--- src/hdl/fesf_pkg.sv ---
// ----------------------------------------------------------------------------
// fesf_pkg
// Shared constants and types for the fire effect seven-tap averaging filter.
// ----------------------------------------------------------------------------
package fesf_pkg;

    localparam int MAX_WIDTH  = 1024;
    localparam int MAX_HEIGHT = 1024;

    localparam int PIX_W   = 8;
    localparam int CFG_W   = 11;
    localparam int FIELD_W = 10;   // width of the out_row and out_col fields
    localparam int COL_W   = $clog2(MAX_WIDTH);
    localparam int ROW_W   = $clog2(MAX_HEIGHT);

    // clamped width is held as width-1, always in [2, MAX_WIDTH-1]
    localparam int LAST_MAX   = MAX_WIDTH - 1;
    localparam int LAST_MIN   = 2;
    localparam int LAST_RESET = ((1024 < MAX_WIDTH) ? 1024 : MAX_WIDTH) - 1;

    // seven-tap sum and divide by seven through a reciprocal
    localparam int TAPS        = 7;
    localparam int SUM_W       = 11;
    localparam int RECIP_SHIFT = 14;
    localparam int RECIP7      = ((1 << RECIP_SHIFT) + TAPS - 1) / TAPS;
    localparam int RECIP_W     = 12;
    localparam int PROD_W      = SUM_W + RECIP_W;

    // one row store entry: old value of row i-2 over old value of row i-1
    typedef struct packed {
        logic [PIX_W-1:0] older;
        logic [PIX_W-1:0] middle;
    } row_entry_t;

    localparam int ENTRY_W = $bits(row_entry_t);

    typedef logic [TAPS-1:0][PIX_W-1:0] taps_t;

endpackage

--- src/hdl/fesf_average.sv ---
// ----------------------------------------------------------------------------
// fesf_average
// Sum of seven 8-bit taps divided by seven, truncated.
// ----------------------------------------------------------------------------
module fesf_average (
    input  fesf_pkg::taps_t                taps,
    output logic [fesf_pkg::PIX_W-1:0]     avg
);

    logic [fesf_pkg::SUM_W-1:0]  sum;
    logic [fesf_pkg::PROD_W-1:0] prod;

    always_comb begin
        sum = '0;
        for (int k = 0; k < fesf_pkg::TAPS; k++) begin
            sum = sum + fesf_pkg::SUM_W'(taps[k]);
        end
    end

    // reciprocal error stays below 1/7 of the sum range, so floor is exact
    assign prod = fesf_pkg::PROD_W'(sum)
                * fesf_pkg::PROD_W'(fesf_pkg::RECIP7);
    assign avg  = prod[fesf_pkg::RECIP_SHIFT +: fesf_pkg::PIX_W];

endmodule

--- config.mk ---
export PLATFORM = sky130hd
export DESIGN_NAME = fesf_average
export DESIGN_NICKNAME = d
export VERILOG_FILES = /design/src/hdl/fesf_pkg.sv /design/src/hdl/fesf_average.sv
export SDC_FILE = /design/constraint.sdc
export NUM_CORES = 1
export LEC_CHECK = 0
export BUFFER_PORTS_ARGS = -buffer_cell sky130_fd_sc_hd__clkbuf_2
export CAP_MARGIN = 10
export CORE_UTILIZATION = 63
export DETAILED_ROUTE_END_ITERATION = 16
export PLACE_DENSITY = 0.95
export SYNTH_ARGS = -nofsm -noshare
export SYNTH_HDL_FRONTEND = slang
export SYNTH_SLANG_ARGS = --single-unit
--- constraint.sdc ---
create_clock -name vclk -period 13.75
set_clock_uncertainty 0.05 [all_clocks]
set_input_delay 1.375 -clock vclk [all_inputs]
set_output_delay 1.375 -clock vclk [all_outputs]
set_load 0.03 [all_outputs]
==> results.cfg <==
[finish]
design_area_um2 = 3320
layout_commonest_cell = inv_1
clock_buffers = 0
fillers = 311
regArea_um2 = 0
drive_above_1_share_pct = 17.7
nNetsFinal = 571
layout_common_cells = inv_1 (118), ha_1 (75), clkbuf_2 (64)
area_growth_pct = 13.1
antenna_cells = 0
design.seq.count = 0

[drt]
ant_nets = 0
wl_met3_um = 184
met1_length_um = 1990
dr.pass1.iters = 4
drc = 0
wirelength_um = 5040
route.detailed.wl_per_inst_um = 11.5
dr.first_iter.drc_count = 58
vias = 2212
vias_per_cell = 5.06
top_layer = met4
dr_wl_met2_um = 2790

[grt]
antenna_found_initial = 0
overflow = 0
track_usage_pct = 23.0
grt_max_degree = 6
grt_pass1_wl_um = 9440
first_global_vias = 2421

[place]
pre_cts_ws_ns = 3.15
dp_hpwl_um = 4970
portBuffers = 64
placed_cell_area_um2 = 3320
gp_congestion = 0.833

[floorplan]
rows = 24
chipHeight_um = 70.3
dieWidth_um = 70.3
coreArea_um2 = 4410
die_area_um2 = 4940
start_util_pct = 66.5
ioPinCount = 64

[sta]
fin_ws_ns = 3.11
tightest_slew_ns = 0.573
maxSlewHeadroom_pct = 61.6
holdWs_ns = 3.93
fin_setup_tns_ns = 0
timing.final.crit_share_pct = 77.4
slew_viol_final = 0
finalSetupViolCount = 0
hold_viol_final = 0
fin_crit_ns = 10.64
rsz0062_at_grt = no
max_freq_ghz = 0.0939

[min_path]
hold_start = taps[48]
hold_end = avg[0]
hold_path_depth = 9
hold_class = in2out

[synthesis]
syn-instance-count = 321
syn-cell-area_um2 = 2940
yosysSeqAreaShare_pct = 0
yosysWarningCount = 0
syn_nets = 505
synth_cell_types = 28
avgSynthCellArea_um2 = 9.15

[setup_path]
max_stage_delay_ns = 0.55
cp.arrival_ns = 9.22
critPathCaptureType = output pin
cp.required_ns = 12.32
worst_path_max_delay_cell = fa_1
crit_top_cell = fa_1
start_kind = primary input
cp_max_fo = 4
critical_path_class = in2out

[job]
cap_violations = 0

[clock_tree]
postCtsResizedCells = 0
post_cts_buffers = 0
ctsHoldBuffers = 0

[run_status]
status = complete, no violations
[cells in the mapped netlist]
master    instances  share of area (%)
inv_1           118                 15
nor2b_1           2               0.43
and4_1            1               0.30
a21o_1            5                1.3
a21boi_0          1               0.26
ha_1             75                 32
xnor2_2           1               0.55
a31oi_1           2               0.43
nor2_1            4               0.51
or4_1             1               0.26
a21oi_1          11                1.9
xor2_1            5                1.5
o211ai_1          3               0.77
o21ai_0           7                1.2
nor3_1            1               0.17
fa_1             53                 36
or2_2             1               0.21
a221o_1           1               0.34
a211oi_1          1               0.26
nand4_1           2               0.43
nand3_1           2               0.34
nand2b_1          1               0.21
xnor2_1          11                3.3
o31ai_1           2               0.51
and3_2            1               0.26
o21ai_1           1               0.17
nand2_1           7               0.89
a211oi_2          1               0.43
[worst max-delay path by stage]
stage               startpoint  endpoint  slack [ns]  depth (start not counted)
floorplan              taps[3]    avg[6]        3.69                         27
detailed placement     taps[2]    avg[7]        3.15                         29
finish                 taps[2]    avg[7]        3.11                         29
CTS                    taps[2]    avg[7]        3.12                         29
global placement       taps[3]    avg[7]        3.40                         28
global route           taps[2]    avg[7]        2.67                         29
[stage by stage]
step                      cells  util (%)
after floorplan             321         -
after global placement      437      75.3
after detailed placement    437      75.3
after CTS                   437      75.3
after global routing        437      75.3
final                       437      75.3
[metal layers]
layer	global-route usage, %	vias to the layer above
li1	-	1110
met1	26.6	1038
met2	46.2	54
met3	1.15	10
met4	3.78	0
met5	0	-
[worst max-delay path, delay by kind of cell]
| family | cells | cell delay (ns) |
|---|---|---|
| adder cells (fa/ha/maj) | 10 | 4.61 |
| AO/OA/AOI/OAI | 8 | 1.87 |
| buffers and inverters | 7 | 0.55 |
| XOR/XNOR | 2 | 0.46 |
| AND/OR/NAND/NOR | 2 | 0.32 |
[logic make-up after synthesis]
logic type / share of synthesized area, %
compound gates: 7.50
xor+xnor: 5.33
fa+ha+maj: 68.1
buf+inv: 15.1
simple gates: 4.01
[layout make-up]
class,instances,area [um2],area share [%]
inverters,118,443,13.3
repair buffers,64,320,9.64
multi-input cells,203,2490,75.1
well taps,52,65.1,1.96
Power is left out: the tool's default activity adds up to more than one toggle a clock period on the data nets, which glitch-free logic cannot reach.
